$ cat src/hw/rtl/block_fir_convolution_unit_macros.svh
// ----------------------------------------------------------------------------
// Block FIR convolution unit: assertion macros
// Concurrent checks clocked on clk and disabled while arst_n is low.
// ----------------------------------------------------------------------------
`ifndef BLOCK_FIR_CONVOLUTION_UNIT_MACROS_SVH
`define BLOCK_FIR_CONVOLUTION_UNIT_MACROS_SVH

// Same-cycle implication.
`define FCU_ASSERT_NOW(lbl, ante, cons, msg) \
	lbl: assert property (@(posedge clk) disable iff (!arst_n) (ante) |-> (cons)) \
		else $error(msg);

// Next-cycle implication.
`define FCU_ASSERT_NEXT(lbl, ante, cons, msg) \
	lbl: assert property (@(posedge clk) disable iff (!arst_n) (ante) |=> (cons)) \
		else $error(msg);

`endif

$ cat src/hw/rtl/fcu_vmem.sv
// ----------------------------------------------------------------------------
// Block FIR convolution unit table memory
// One write port, one registered read port; unwritten entries read as zero.
// ----------------------------------------------------------------------------
`timescale 1ns / 1ps

module fcu_vmem #(
	parameter int  DEPTH = 32,
	parameter int  WIDTH = 16,
	localparam int AW    = (DEPTH > 1) ? $clog2(DEPTH) : 1
) (
	input  logic             clk,
	input  logic             arst_n,
	input  logic             clr,
	input  logic             we,
	input  logic [AW-1:0]    waddr,
	input  logic [WIDTH-1:0] wdata,
	input  logic [AW-1:0]    raddr,
	output logic [WIDTH-1:0] rdata
);

	logic [WIDTH-1:0] mem_q [DEPTH];
	logic [DEPTH-1:0] vld_q;
	logic [WIDTH-1:0] rd_q;
	logic             rd_vld_q;

	always_ff @(posedge clk or negedge arst_n) begin
		if (!arst_n) begin
			vld_q    <= '0;
			rd_vld_q <= 1'b0;
		end else begin
			vld_q    <= (clr ? '0 : vld_q) | (we ? (DEPTH'(1) << waddr) : '0);
			rd_vld_q <= vld_q[raddr];
		end
	end

	always_ff @(posedge clk) begin
		if (we) begin
			mem_q[waddr] <= wdata;
		end
		rd_q <= mem_q[raddr];
	end

	assign rdata = rd_vld_q ? rd_q : '0;

endmodule

$ cat config.mk
export PLATFORM = sky130hd
export DESIGN_NAME = fcu_vmem
export DESIGN_NICKNAME = d
export VERILOG_FILES = /design/src/hw/rtl/block_fir_convolution_unit_macros.svh /design/src/hw/rtl/fcu_vmem.sv
export SDC_FILE = /design/constraint.sdc
export NUM_CORES = 1
export LEC_CHECK = 0
export BUFFER_PORTS_ARGS = -buffer_cell sky130_fd_sc_hd__clkbuf_2
export CAP_MARGIN = 20
export CORE_UTILIZATION = 55
export DETAILED_ROUTE_END_ITERATION = 10
export PLACE_DENSITY = 0.75
export SYNTH_ARGS = -nofsm -noshare
export SYNTH_HDL_FRONTEND = slang
export SYNTH_SLANG_ARGS = --single-unit
$ cat constraint.sdc
create_clock -name clk -period 1.6 [get_ports clk]
set_clock_uncertainty 0.2 [all_clocks]
set_input_delay 0.16 -clock clk [delete_from_list [all_inputs] [get_ports clk]]
set_output_delay 0.16 -clock clk [all_outputs]
set_load 0.01 [all_outputs]
# Word level (Yosys, flattened, before mapping)
# Memories as Yosys holds them, arrays and structs flattened. A register that Yosys moved wholly into a read port is not among the register bits.
# Cells that the tools add are included.
[word_totals] ff_bits=33 mem_bits_rw=512 input_bits=30 out_inout_bits=16 word_cells=13 memories=1
[memory_table] name="mem_q" words=32 width=16 read_ports=1 rd_clocked_by_memory_dff=1 wr=1 line="fcu_vmem.sv:22" source="logic [WIDTH-1:0] mem_q [DEPTH];"
[op_classes] order_cmp=1 shifts=1 mux=7 bitwise_logic=1
[ops] operator="$mux W32" count=2
[ops] operator="$or A32 B32 Y32" count=1
[ops] operator="$shl A1 B5 Y32 const A" count=1
[ops] operator="$mux W16" count=1
[ops] operator="$lt A5 B6 Y1 const B" count=1
[ops] operator="$bmux W1 S5" count=1
[ops] operator="$mux W1" count=3

# Longest topological paths before layout
[logic_depth] ltp_word=3 mapped_depth=8 ltp_nobuf=5

# Worst setup path after synthesis
# Ideal clock, no wire load.
[synth_path] path_type="input -> register" from="input port waddr[3]" to="memory mem_q[10][0] (enable)" setup_time_ns=0.388 arrival_time_ns=1.682 required_time_ns=1.012 setup_slack_ns=-0.670 path_stages=4 path_buffers=2 path_cell_list="clkbuf_1 > or3b_2 > clkbuf_1 > nor2_1"
[synth_rtl] item="from (decl)" line="fcu_vmem.sv:16" source="input logic [AW-1:0] waddr,"
[synth_rtl] item="to (decl)" line="fcu_vmem.sv:22"
# No word-level cell before the write port.

# Final worst setup path
[layout_path] from="register rd_vld_q" to="output port rdata[0]"
[layout_between] elab_chain_cells=1
[layout_rtl] item="from (decl)" line="fcu_vmem.sv:25" source="logic rd_vld_q;"
[layout_rtl] item="from (signal assigned)" line="fcu_vmem.sv:33" source="rd_vld_q <= vld_q[raddr];"
[layout_rtl] item="$mux W16" line="fcu_vmem.sv:44" source="assign rdata = rd_vld_q ? rd_q : '0;"
[layout_rtl] item="to (decl)" line="fcu_vmem.sv:19" source="output logic [WIDTH-1:0] rdata"
# No other way between the ends.

==> impl_metrics.tcl <==
set metrics [dict create \
    status "finished with violations" \
    violations "setup timing" \
    worstMarginPinSlew_ps 726 \
    post_dp_cell_area_mm2 0.0247 \
    arrival_ps 1410 \
    row_count 73 \
    cp_max_fo 16 \
    drt_pass1_iterations 5 \
    synth_nets 1338 \
    overflow 0 \
    dpl_worst_slack_ps -381 \
    fin_util_pct 67.3 \
    cts.path.max_buffers 3 \
    grt_max_degree 34 \
    place_congestion 0.856 \
    drv_cap 0 \
    period_needed_ps 1770 \
    drive_gt1_share_pct 22.8 \
    required_ps 1240 \
    syn-cell-area_mm2 0.0221 \
    synth_seq_cells 561 \
    min_path_type "in2reg" \
    cts_buffers 52 \
    htreeDepth 2 \
    grt_pass1_wl_um 79000 \
    die_w_um 202 \
    rsz0062_at_grt "true" \
    grt_pass1_vias 12884 \
    peakVddDrop_uv 883 \
    postSynthCellCount 1308 \
    ioPinCount 46 \
    slowest_stage "dfrtp_2" \
    synth_cell_type_count 34 \
    drtIter0Drc 1442 \
    finalInstanceArea_mm2 0.0267 \
    fillerInstances 2597 \
    clock.fmax_ghz 0.565 \
    wirelength_um 52600 \
    root_buffer "clkbuf_16" \
    fin_crit_sh_pct 111 \
    p_leak_nw 9.67 \
    post-dp-hpwl_um 33000 \
    cp_slowest_stage_delay_ps 410 \
    die_h_um 202 \
    yosys_warnings 0 \
    critPathKind "reg2out" \
    yosysSeqAreaShare_pct 74.8 \
    nets 1541 \
    start_util_pct 55.7 \
    setup_ws_ps -169 \
    antenna_found_initial 2 \
    grtUsageTotal_pct 26.2 \
    path_clk_slew_ps 60 \
    drv_slew 0 \
    max_slew_margin_pct 51.6 \
    cts.sink_count 561 \
    avgSynthCellArea_um2 16.9 \
    hold_viol 0 \
    startpoint_type "register" \
    endpoint_kind "output pin" \
    tns_ps -2600 \
    drc_errors 0 \
    clk-insertion-delay-late_ps 570 \
    area_growth_pct 20.7 \
    setup_viol 16 \
    cellPowerDensity_mw_per_mm2 1160 \
    viasPerCell 6.07 \
    cts_tree "done" \
    core_area_mm2 0.0396 \
    drt-wirelength-per-cell_um 25.3 \
    die_area_mm2 0.0410 \
    crit_chain "buf_12 > and2_1 > clkbuf_2" \
    holdWs_ps 32.2 \
    ant_nets 0 \
    portBuffers 45 \
    vias 12622 \
]
## what timing repair did
| item | 4_1_cts | 5_1_grt |
|---|---|---|
| resized for setup | 8 | 3 |
| pin swaps | 0 | 1 |
| hold buffers | 17 | 1 |
| buffers inserted | 1 | 0 |
| endpoints found under the setup margin | 18 | 23 |
| hold endpoints to repair | 287 | 1 |
## power by group
part / leakage [nW] / switching (W) / internal, W / total, W
sequential: 5.20 / 0.000113 / 0.0162 / 0.0163
combinational: 3.61 / 0.00125 / 0.000862 / 0.00211
clock: 0.856 / 0.00520 / 0.00718 / 0.0124
## layer usage
layer	track usage, %	wire [µm]	up-vias
li1	-	-	5529
met1	35.1	20700	6427
met2	43.9	26000	551
met3	3.35	3850	115
met4	10.6	1990	0
met5	0	0	-
## placed cells by master (no fill, tap or decap), drive strengths merged, types with 32 or more instances in the layout
cell type	n
edfxtp	512
mux2i	269
nor2	34
nand3	36
clkbuf	116
dfrtp	33
a22oi	69
a22o	32
inv	36
buf	175
o22ai	32
nand2	36
a21oi	35
## critical path: cells and delay by family, from the launching register on
family / cells / cell delay (ps)
flip-flops: 1 / 410
buffers and inverters: 2 / 270
AND/OR/NAND/NOR: 1 / 140
## synthesized netlist by cell type
master	instances	area, µm²
a21oi_1	35	175
nor2_1	33	124
o211ai_1	3	22.5
buf_2	20	100
nor2_2	1	6.26
inv_1	32	120
nand3b_1	5	37.5
o22ai_1	32	200
and2_1	17	106
or2_1	1	6.26
buf_1	4	15.0
buf_6	6	67.6
buf_4	17	128
dfrtp_1	33	826
nand3_1	36	180
nand4_1	17	106
buf_8	6	90.1
and3_1	1	6.26
nand2_1	36	135
a22o_1	32	280
nand2b_1	2	12.5
a22oi_1	69	518
nor2b_1	2	12.5
or3b_1	1	8.76
clkbuf_1	27	101
a31oi_1	17	106
clkbuf_2	2	10.0
or3b_2	2	17.5
mux2i_1	269	2690
buf_12	5	100
or3_1	1	6.26
nor3_1	16	80.1
edfxtp_1	512	15400
dfxtp_1	16	320
## final timing paths
check / slack [ps] / start / endpoint / cells past startpoint
max: -170 / rd_vld_q / rdata[0] / 3
min: 30 / waddr[3] / vld_q[6] / 6
max reg2reg: 50 / mem_q[7][0] / rd_q[0] / 5
min reg2reg: 330 / vld_q[27] / vld_q[27] / 2
max in group asynchronous: 370 / arst_n / rd_vld_q / 4
min in group asynchronous: 510 / arst_n / vld_q[27] / 4
## metrics by stage
stage | cells | power, W
CTS | 2080 | 0.0309
floorplan | 1308 | 0.0177
global placement | 1964 | 0.0186
detailed placement | 1964 | 0.0187
global route | 2080 | 0.0316
finish | 2081 | 0.0308
## logic make-up after synthesis
logic type	synth area share, %
buffers and inverters	3.31
and+or+nand+nor	3.83
DFF	74.8
AOI/OAI and AO/OA	5.90
muxes	12.2
## flip-flops by register name, summed over array words and instances (netlist names)
register	count
mem_q	512
vld_q	32
rd_q	16
rd_vld_q	1
## layout make-up
class / count / area (µm²) / area share [%]
sequential: 561 / 16500 / 62.0
multi-input combinational: 628 / 5160 / 19.4
timing repair buffer: 236 / 2460 / 9.23
clock buffer: 72 / 1490 / 5.58
antenna: 1 / 2.50 / 0.00938
clock inverter: 26 / 255 / 0.957
tap: 525 / 657 / 2.46
inverter: 32 / 120 / 0.450
Note: power is estimated with default switching activity, not from simulation.
