### config.mk
export PLATFORM = sky130hd
export DESIGN_NAME = fcu_mac
export DESIGN_NICKNAME = d
export VERILOG_FILES = /design/src/hw/rtl/block_fir_convolution_unit_macros.svh /design/src/hw/rtl/fcu_pkg.sv /design/src/hw/rtl/fcu_mac.sv
export SDC_FILE = /design/constraint.sdc
export NUM_CORES = 1
export LEC_CHECK = 0
export BUFFER_PORTS_ARGS = -buffer_cell sky130_fd_sc_hd__buf_2
export CORE_MARGIN = 2
export CORE_UTILIZATION = 35
export CTS_BUF_LIST = sky130_fd_sc_hd__clkbuf_8
export DETAILED_ROUTE_END_ITERATION = 8
export GPL_TIMING_DRIVEN = 0
export SLEW_MARGIN = 25
export SYNTH_ARGS = -nofsm -noshare
export SYNTH_HDL_FRONTEND = slang
export SYNTH_SLANG_ARGS = --single-unit
### constraint.sdc
create_clock -name clk -period 3.7 [get_ports clk]
set_input_delay 0.37 -clock clk [delete_from_list [all_inputs] [get_ports clk]]
set_output_delay 0.37 -clock clk [all_outputs]
set_load 0.01 [all_outputs]
### src/hw/rtl/block_fir_convolution_unit_macros.svh
// ----------------------------------------------------------------------------
// Block FIR convolution unit: assertion macros
// Concurrent checks clocked on clk and disabled while arst_n is low.
// ----------------------------------------------------------------------------
`ifndef BLOCK_FIR_CONVOLUTION_UNIT_MACROS_SVH
`define BLOCK_FIR_CONVOLUTION_UNIT_MACROS_SVH

// Same-cycle implication.
`define FCU_ASSERT_NOW(lbl, ante, cons, msg) \
	lbl: assert property (@(posedge clk) disable iff (!arst_n) (ante) |-> (cons)) \
		else $error(msg);

// Next-cycle implication.
`define FCU_ASSERT_NEXT(lbl, ante, cons, msg) \
	lbl: assert property (@(posedge clk) disable iff (!arst_n) (ante) |=> (cons)) \
		else $error(msg);

`endif

### src/hw/rtl/fcu_pkg.sv
// ----------------------------------------------------------------------------
// Block FIR convolution unit package
// Field widths, item and result types, sequencer states and MAC control.
// ----------------------------------------------------------------------------
`timescale 1ns / 1ps

package fcu_pkg;

	localparam int TAPS_DEF = 32;
	localparam int SMP_W    = 12;
	localparam int COEF_W   = 16;
	localparam int IDX_W    = 6;
	localparam int FILT_W   = 35;

	typedef enum logic {
		MODE_LOAD   = 1'b0,
		MODE_SAMPLE = 1'b1
	} mode_t;

	typedef struct packed {
		mode_t                     mode;
		logic [IDX_W-1:0]          coef_index;
		logic signed [COEF_W-1:0]  coef_value;
		logic [SMP_W-1:0]          sample;
		logic                      block_end;
	} item_t;

	typedef struct packed {
		logic signed [FILT_W-1:0] filtered;
		logic                     last_of_block;
	} result_t;

	typedef enum logic [1:0] {
		S_IDLE,
		S_MAC,
		S_WAIT,
		S_OUT
	} seq_state_t;

	typedef struct packed {
		logic valid;
		logic first;
		logic last;
	} mac_ctl_t;

endpackage

### src/hw/rtl/fcu_mac.sv
// ----------------------------------------------------------------------------
// Block FIR convolution unit multiply-accumulate
// Registered product of sample and coefficient, summed over one tap sweep.
// ----------------------------------------------------------------------------
`timescale 1ns / 1ps

module fcu_mac import fcu_pkg::*; (
	input  logic                     clk,
	input  logic                     arst_n,
	input  mac_ctl_t                 ctl,
	input  logic [SMP_W-1:0]         smp,
	input  logic signed [COEF_W-1:0] coef,
	output logic                     done,
	output logic signed [FILT_W-1:0] acc
);

	localparam int PROD_W = SMP_W + COEF_W + 1;

	mac_ctl_t                 ctl_s1;
	mac_ctl_t                 ctl_s2;
	logic signed [PROD_W-1:0] prod_s2;
	logic signed [FILT_W-1:0] acc_q;
	logic                     done_q;

	always_ff @(posedge clk or negedge arst_n) begin
		if (!arst_n) begin
			ctl_s1 <= '0;
			ctl_s2 <= '0;
			done_q <= 1'b0;
		end else begin
			ctl_s1 <= ctl;
			ctl_s2 <= ctl_s1;
			done_q <= ctl_s2.valid && ctl_s2.last;
		end
	end

	always_ff @(posedge clk) begin
		prod_s2 <= $signed({1'b0, smp}) * coef;
		if (ctl_s2.valid) begin
			acc_q <= (ctl_s2.first ? '0 : acc_q) + FILT_W'(prod_s2);
		end
	end

	assign done = done_q;
	assign acc  = acc_q;

endmodule
# == Word-level counts from Yosys, hierarchy flattened ==
# Index checks and enable logic that the tools add are counted.
# W data, S select, Z words.
# totals
latchBits,0
register_bits,71
mem_count,0
inputBits,33
romBits,0
output_inout_bits,36
wordCells,13
mem_bits_rw,0
# classes
n_addsub,1
mul,1
n_reduce_logical,1
shifts,0
n_eq_ne,0
n_bitwise,0
muxes,1
n_lt_le_gt_ge,0
div_mod_pow,0
# ops
operator,n
$add A35 B35 Y35,1
$mux W35,1
$mul A13 B16 Y29,1
$logic_and A1 B1 Y1,1

# == Logic depth before layout (Yosys ltp) ==
# Gate-level depths: netlist of run 1.
# depth
ltp_word,2
depth_mapped,21
ltp_nobuf,21

# == Worst setup path before layout of run 1 ==
# No wires, ideal clock.
# synth_timing
kind,input to register
startpoint,in smp[1]
endpoint,reg prod_s2[26]
t_required_ns,3.571
t_arrival_ns,5.017
stages,19
path_slack_ns,-1.446
setup_ns,0.129
n_path_buf,1
cell_sequence,clkbuf_1 > nand2_1 > fa_1 > fa_1 > fa_1 > inv_1 > fa_1 > inv_1 > fa_1 > inv_1 > ha_1 > a21o_1 > a21o_1 > a21o_1 > a211o_1 > o211ai_1 > o2bb2ai_1 > a31oi_1 > xor2_1
# synth_between
elab_chain_len,1
# synth_rtl
element,line_no,rtl
"start, declared",fcu_mac.sv:11,"input logic [SMP_W-1:0] smp,"
$mul A13 B16 Y29,fcu_mac.sv:38,"prod_s2 <= $signed({1'b0, smp}) * coef;"
"end signal, assigned",fcu_mac.sv:38,
"end, declared",fcu_mac.sv:21,logic signed [PROD_W-1:0] prod_s2;
# Every way passes these cells.
# A chain may end at the register's enable or synchronous reset.

# == Final worst setup path of run 1 ==
# layout_timing
startpoint,in smp[3]
endpoint,reg prod_s2[26]
# The elaborated chain is that of the path after synthesis.

==> results.md, run 1 <==
- Crit path DAT: 5.15 ns
- Hold crit path type: input pin to register
- CP peak stage delay: 0.59 ns
- CTS Root Cell: clkbuf_8
- Final setup violation count: 21
- Critical path endpoint: prod_s2[26]$_DFF_P_
- Area Overhead vs Synth: 26.6%
- Number of max-cap violations: 0
- Vias in the first global route: 9017
- Post-detail-place hpwl: 22000 um
- CP startpoint: smp[3]
- Register area share after synthesis: 0.162
- CP Cell Sequence: buf_12, clkbuf_16, nand2_4, fa_2, fa_2, fa_1, inv_2, fa_1, inv_2, fa_1, inv_2, ha_4, a21o_1, a21o_1, a21o_1, a211o_1, o211ai_1, buf_4, a31oi_4, buf_4, xor2_2
- Port Buffers: 68
- # DRC: 0
- Overflow after GRT: 0
- Worst-path maximum fanout: 7
- CTS tree: built
- # diodes: 0
- Post-Synthesis Cells: 1227
- Worst min-delay path startpoint: ctl[0]
- Routability cong.: 0.859
- Worst Path Buf+Inv: 7
- Syn. warnings: 0
- Initial antenna violation count: 0
- Die height: 183 um
- Final #Nets: 1695
- Num CTS Buffers: 9
- Via-to-Cell Ratio: 4.82
- H-tree levels: 3
- Synth cell types: 60
- Core ar.: 31500 um2
- Reg2Reg Capture Point: acc[34]$_DFFE_PP_
- First-pass GRT wire length: 45500 um
- CP Launch Type: input pin
- Die area: 33300 um2
- Detailed Route WL: 27600 um
- Syn nets: 1540
- Total GRT Usage: 0.171
- RSZ-0062 raised after global routing: true
- Clock sinks: 71
- Minimum clock period: 4.92 ns
- Clock transition at path regs: 0.08 ns
- Slew of the pin with the lowest slew margin: 0.443 ns
- Critical path class: input pin to register
- Via Count: 8631
- Final worst slack: -1.22 ns
- DIE WIDTH: 183 um
- Crit-path leading delay family: adder cells
- Post-synth EDFFs: 35
- Rows: 65
- Busiest layer in global routing: met2
- Setup slack, reg-to-reg: 0.30 ns
- Initial DRC Count: 347
- Antenna viol nets, final: 0
- Longest Clk Path Bufs: 2
- Largest net degree at the start of global routing: 25
- Flops & latches, synth: 71
- Setup Total Neg Slack: -17.88 ns
- Final setup skew: 0.00861 ns
- FFs w/ async S/R, synth: 0.0986
- CP required: 3.94 ns
- Place WS: -2.10 ns
- Fmax: 0.203 GHz
- Mapped Avg Cell Area: 9.10 um2
- Failing checks: setup timing
- CP max stage cell: fa_2
- Met2 usage in global routing: 0.306
- Outcome: finished, violations left
- Final Max Slew Viols: 0
- Initial core utilization: 0.355
- Io pins: 69
- RR Startpoint: ctl_s2[1]$_DFF_PN0_
- Global Route met3 Usage: 0.0176
- Crit share post-route: 1.33
- WL/cell: 15.4 um
- Ys flop type: edfxtp_1
- Commonest non-fill, non-tap cell in the layout: inv_1
- Worst setup EP type: register
- Clk_lat worst skew: 0.36 ns
- Layout cell share with drive strength beyond 1: 0.231
- Stages on worst setup path: 21
- Most frequent cells in the layout: inv_1 (253), fa_1 (171), nand2_1 (118), ha_1 (84), and2_1 (78)
- Final Hold Viols: 0
- First-pass DRT Iterations: 5
- R2r worst-path depth: 13
- Met1 Use GR: 0.223
- Synth Cell Area: 11200 um2
- Slew HR: 0.703
## worst min-delay path by stage
stage | endpoint | cells after the start
2_1_floorplan | ctl_s1[0]$_DFF_PN0_ | 0
3_3_place_gp | ctl_s2[1]$_DFF_PN0_ | 1
3_5_place_dp | done$_DFF_PN0_ | 1
4_1_cts | ctl_s1[0]$_DFF_PN0_ | 1
5_1_grt | ctl_s1[0]$_DFF_PN0_ | 1
6_report | ctl_s1[0]$_DFF_PN0_ | 1
## through the flow
stage,cell area (um2),std cells,hold WS [ns],util
2_1_floorplan,11600,1227,0.0744,-
3_3_place_gp,12500,1697,0.205,0.396
3_5_place_dp,12500,1698,0.210,0.397
4_1_cts,13800,1773,0.0919,0.437
5_1_grt,14100,1789,0.0950,0.449
6_report,14100,1789,0.111,0.449
## final cells by class
class / instances / area [um2]
Clock inverter: 7 / 103
Timing Repair Buffer: 144 / 1180
Inverter: 270 / 1020
Multi-Input combinational cell: 854 / 8890
Fill cell: 2946 / 17300
Sequential cell: 71 / 1810
Tap cell: 402 / 503
Clock buffer: 9 / 124
Buffer: 32 / 500
## worst register-to-register path, cell delays in order, from the launching register on
cell      delay, ns
dfrtp_2        0.47
clkbuf_4       0.26
nor2b_1        0.07
ha_1           0.21
inv_1          0.08
fa_1           0.24
nor2b_4        0.06
o31a_1         0.29
o21ai_2        0.21
a31oi_2        0.17
a221oi_2       0.31
a21oi_2        0.15
or4b_1         0.47
and3_1         0.17
## logic make-up after synthesis
| group | share of synthesized area |
|---|---|
| xor+xnor | 0.0424 |
| fa+ha+maj | 0.434 |
| compound gates | 0.0952 |
| simple gates | 0.164 |
| flops | 0.162 |
| buf+inv | 0.102 |
| mux | 0.000897 |
## flip-flops by register name, indices dropped and copies added (netlist names)
| register | count |
|---|---|
| ctl_s2 | 3 |
| prod_s2 | 29 |
| acc | 35 |
| ctl_s1 | 3 |
| done | 1 |
## cells in the mapped netlist (7+ instances only)
| cell type | instances | area share |
|---|---|---|
| a21o_1 | 25 | 0.017 |
| a21oi_1 | 42 | 0.019 |
| and2_1 | 92 | 0.052 |
| clkbuf_1 | 32 | 0.011 |
| dfrtp_1 | 7 | 0.016 |
| dfxtp_1 | 29 | 0.052 |
| edfxtp_1 | 35 | 0.094 |
| fa_1 | 179 | 0.32 |
| ha_1 | 101 | 0.11 |
| inv_1 | 270 | 0.091 |
| nand2_1 | 129 | 0.043 |
| nand2b_1 | 13 | 0.0073 |
| nand3_1 | 7 | 0.0031 |
| nor2_1 | 35 | 0.012 |
| nor2b_1 | 37 | 0.021 |
| nor3_1 | 19 | 0.0085 |
| o21ai_0 | 31 | 0.014 |
| xnor2_1 | 41 | 0.032 |
| xor2_1 | 13 | 0.010 |
## per-layer routing
metal	vias to the layer above	wire [um]
li1	4139	-
met5	-	0
met2	172	13800
met4	0	512
met1	4286	12300
met3	34	953
## timing repair
| item | CTS | global route |
|---|---|---|
| endpoints found under the hold margin | 7 | 0 |
| setup buffers | 56 | 21 |
| endpoints found under the setup margin | 27 | 28 |
| gates resized for setup | 131 | 69 |
| cloned | 5 | 0 |
| hold buffers | 1 | 0 |
| pin swaps | 70 | 41 |
Power of run 1 is not shown: default switching activity piles up to over one toggle a cycle in this logic, so the estimate is an artifact.
==> run 2: changes to the inputs <==
--- a/config.mk
+++ b/config.mk
@@ -5,6 +5,7 @@
 export SDC_FILE = /design/constraint.sdc
 export NUM_CORES = 1
 export LEC_CHECK = 0
+export ABC_AREA = 1
 export BUFFER_PORTS_ARGS = -buffer_cell sky130_fd_sc_hd__buf_2
 export CORE_MARGIN = 2
 export CORE_UTILIZATION = 35
==> run 2 against run 1 <==
Highest routed layer unchanged. The flow still finishes with violations (setup timing). Die area grew 12%. First-iteration DRC count grew 60%. Critical path depth shrank 1.
==> results.md, run 2 <==
- Outcome: finished, violations left
- Failing checks: setup timing
- Worst setup EP type: register
- Largest area contributor in the netlist: fa_1
- First-pass GRT wire length: 56000 um (+23%)
- Top post-synthesis cells by area: fa_1 (29%), inv_1 (15%), nand2_1 (14%)
- Synth Cell Area: 12500 um2 (+12%)
- RR Startpoint: ctl_s2[1]$_DFF_PN0_
- Register area share after synthesis: 0.144 (-0.0174)
- Clock transition at path regs: 0.08 ns (about the same)
- Io pins: 69 (unchanged)
- Detailed Route WL: 33800 um (+23%)
- Rows: 69 (+6.2%)
- Crit-path leading delay family: adder cells
- Critical path class: input pin to register
- Crit path DAT: 4.60 ns (-0.55 ns)
- Post-Synthesis Cells: 1740 (+42%)
- Number of max-cap violations: 0 (unchanged)
- # diodes: 0 (unchanged)
- Routability cong.: 0.898 (+4.6%)
- Reg2Reg Capture Point: acc[32]$_DFFE_PP_
- CP startpoint: coef[15]
- Overflow after GRT: 0 (unchanged)
- Simple-gate share of the synthesized area: 0.228 (+0.0645)
- Flops & latches, synth: 71 (unchanged)
- Minimum clock period: 4.33 ns (-0.587 ns)
- Final setup violation count: 22 (+4.8%)
- Final worst slack: -0.629 ns (+0.587 ns)
- Worst min-delay path startpoint: ctl[0]
- Crit share post-route: 1.17 (-0.159)
- Layout cell share with drive strength beyond 1: 0.257 (+0.0261)
- Clk_lat worst skew: 0.38 ns (+0.02 ns)
- Antenna viol nets, final: 0 (unchanged)
- Final #Nets: 2208 (+30%)
- Most Frequent Cell on Critical Path: fa_1
- Top cells by count, synth: inv_1 (509), nand2_1 (470), fa_1 (179)
- Initial DRC Count: 555 (+60%)
- Slew HR: 0.636 (-0.0665)
- Port Buffers: 56 (-18%)
- Syn. warnings: 0 (unchanged)
- RSZ-0062 raised after global routing: true
- Cell with the most instances after synthesis: inv_1
- # DRC: 0 (unchanged)
- Commonest non-fill, non-tap cell in the layout: inv_1
- Complex-gate fraction of the synthesized area: 0.0467 (-0.0484)
- H-tree levels: 3 (unchanged)
- Largest net degree at the start of global routing: 22 (-12%)
- Post-synth EDFFs: 35 (unchanged)
- Mux contribution to synthesized area: 0 (-0.000897)
- DIE WIDTH: 193 um (+5.7%)
- Main combinational cell family by area after synthesis: adder cells
- Hold Path Stages: 1 (unchanged)
- Adder-cell share of the synthesized area: 0.388 (-0.0466)
- Post-synth top area share: 0.287 (-0.0344)
- Core ar.: 35400 um2 (+12%)
- Worst Path Buf+Inv: 5 (-2)
- CP max stage cell: fa_1
- Final setup skew: 0.00701 ns (-0.00161 ns)
- Die height: 193 um (+5.7%)
- Max FFs per register: 35 (unchanged)
- Worst-path maximum fanout: 8 (+1)
- Most frequent cells in the layout: inv_1 (445), nand2_1 (400), fa_1 (166), nor2_1 (89), ha_1 (73)
- Fmax: 0.231 GHz (+14%)
- WL/cell: 14.3 um (-7.1%)
- R2r worst-path depth: 12 (-1)
- Setup Total Neg Slack: -11.23 ns (+6.64 ns)
- Via-to-Cell Ratio: 4.64 (-3.8%)
- Syn nets: 2053 (+33%)
- CP Cell Sequence: buf_6, clkbuf_16, buf_4, nand2_2, fa_1, inv_2, buf_4, fa_1, fa_1, fa_1, fa_1, ha_4, nand2_4, nor3_4, nand2_1, o21bai_1, nand2_1, nor2_1, nand2_1, nand2_1
- CTS tree: built
- Via Count: 11000 (+27%)
- Synth cell types: 43 (-28%)
- CP Launch Type: input pin
- Total GRT Usage: 0.192 (+0.0211)
- CTS Root Cell: clkbuf_8
- Final Max Slew Viols: 0 (unchanged)
- Hold EP: ctl_s1[0]$_DFF_PN0_
- Area Overhead vs Synth: 29.6%
- Initial antenna violation count: 0 (unchanged)
- FFs w/ async S/R, synth: 0.0986 (unchanged)
- Ys flop type: edfxtp_1
- Final Hold Viols: 0 (unchanged)
- Num CTS Buffers: 9 (unchanged)
- Xor and xnor area share after synthesis: 0.0252 (-0.0172)
- Slew of the pin with the lowest slew margin: 0.546 ns (+0.103 ns)
- Vias in the first global route: 11300 (+26%)
- Longest Clk Path Bufs: 2 (unchanged)
- Hold crit path type: input pin to register
- CP required: 3.97 ns (+0.03 ns)
- Mapped Avg Cell Area: 7.19 um2 (-21%)
- Setup slack, reg-to-reg: 0.52 ns (+0.22 ns)
- Initial core utilization: 0.353 (-0.00141)
- First-pass DRT Iterations: 5 (unchanged)
- Die area: 37300 um2 (+12%)
- Clock sinks: 71 (unchanged)
- Post-detail-place hpwl: 27800 um (+26%)
- CP peak stage delay: 0.60 ns (about the same)
run 2: timing repair:
| action | CTS | global route |
|---|---|---|
| cloned | 4 | 0 |
| hold buffers | 1 | 0 |
| endpoints found under the hold margin | 7 | 0 |
| pin swaps | 142 | 87 |
| endpoints found under the setup margin | 23 | 22 |
| setup buffers | 66 | 17 |
| resized for setup | 196 | 135 |
run 2: metal layers:
layer  vias to the layer above  GRT usage  routed length, um
li1                       5357          -                  -
met1                      5322      0.252              15100
met2                       239      0.335              16400
met3                        43     0.0239               1560
met4                         0     0.0510                718
met5                         -          0                  0
run 2: worst max-delay path by stage:
stage	to	slack, ns	cells past startpoint
after global routing	prod_s2[26]$_DFF_P_	-0.81	21
after floorplan	prod_s2[28]$_DFF_P_	-0.83	20
after CTS	prod_s2[26]$_DFF_P_	-0.59	21
after global placement	prod_s2[26]$_DFF_P_	-1.45	19
after detailed placement	prod_s2[26]$_DFF_P_	-1.44	19
final	prod_s2[28]$_DFF_P_	-0.63	20
run 2: final cells by class:
class / count / area (um2)
flip-flops and latches: 71 / 1810
well taps: 461 / 577
fillers: 3563 / 19200
repair buffers: 144 / 1160
inverters: 514 / 1950
plain buffers: 44 / 714
multi-input cells: 1111 / 9790
clock inverters: 7 / 87.6
clock buffers: 9 / 124
run 2: logic make-up after synthesis:
family	after synthesis
AOI/OAI and AO/OA	103
buffers and inverters	558
DFF	71
and+or+nand+nor	692
xor gates and xnor gates	36
adders and majority gates	280
run 2: metrics by stage:
step / area [um2] / std cells / utilization / hold slack, ns / setup WS (ns)
2_1_floorplan: 13200 / 1740 / - / 0.0744 / -0.828
3_3_place_gp: 14000 / 2257 / 0.397 / 0.204 / -1.45
5_1_grt: 16200 / 2361 / 0.458 / 0.0802 / -0.808
4_1_cts: 15600 / 2345 / 0.442 / 0.0712 / -0.586
6_report: 16200 / 2361 / 0.458 / 0.0904 / -0.629
3_5_place_dp: 14100 / 2258 / 0.398 / 0.209 / -1.44
Power of run 2 is left out for the same reason.
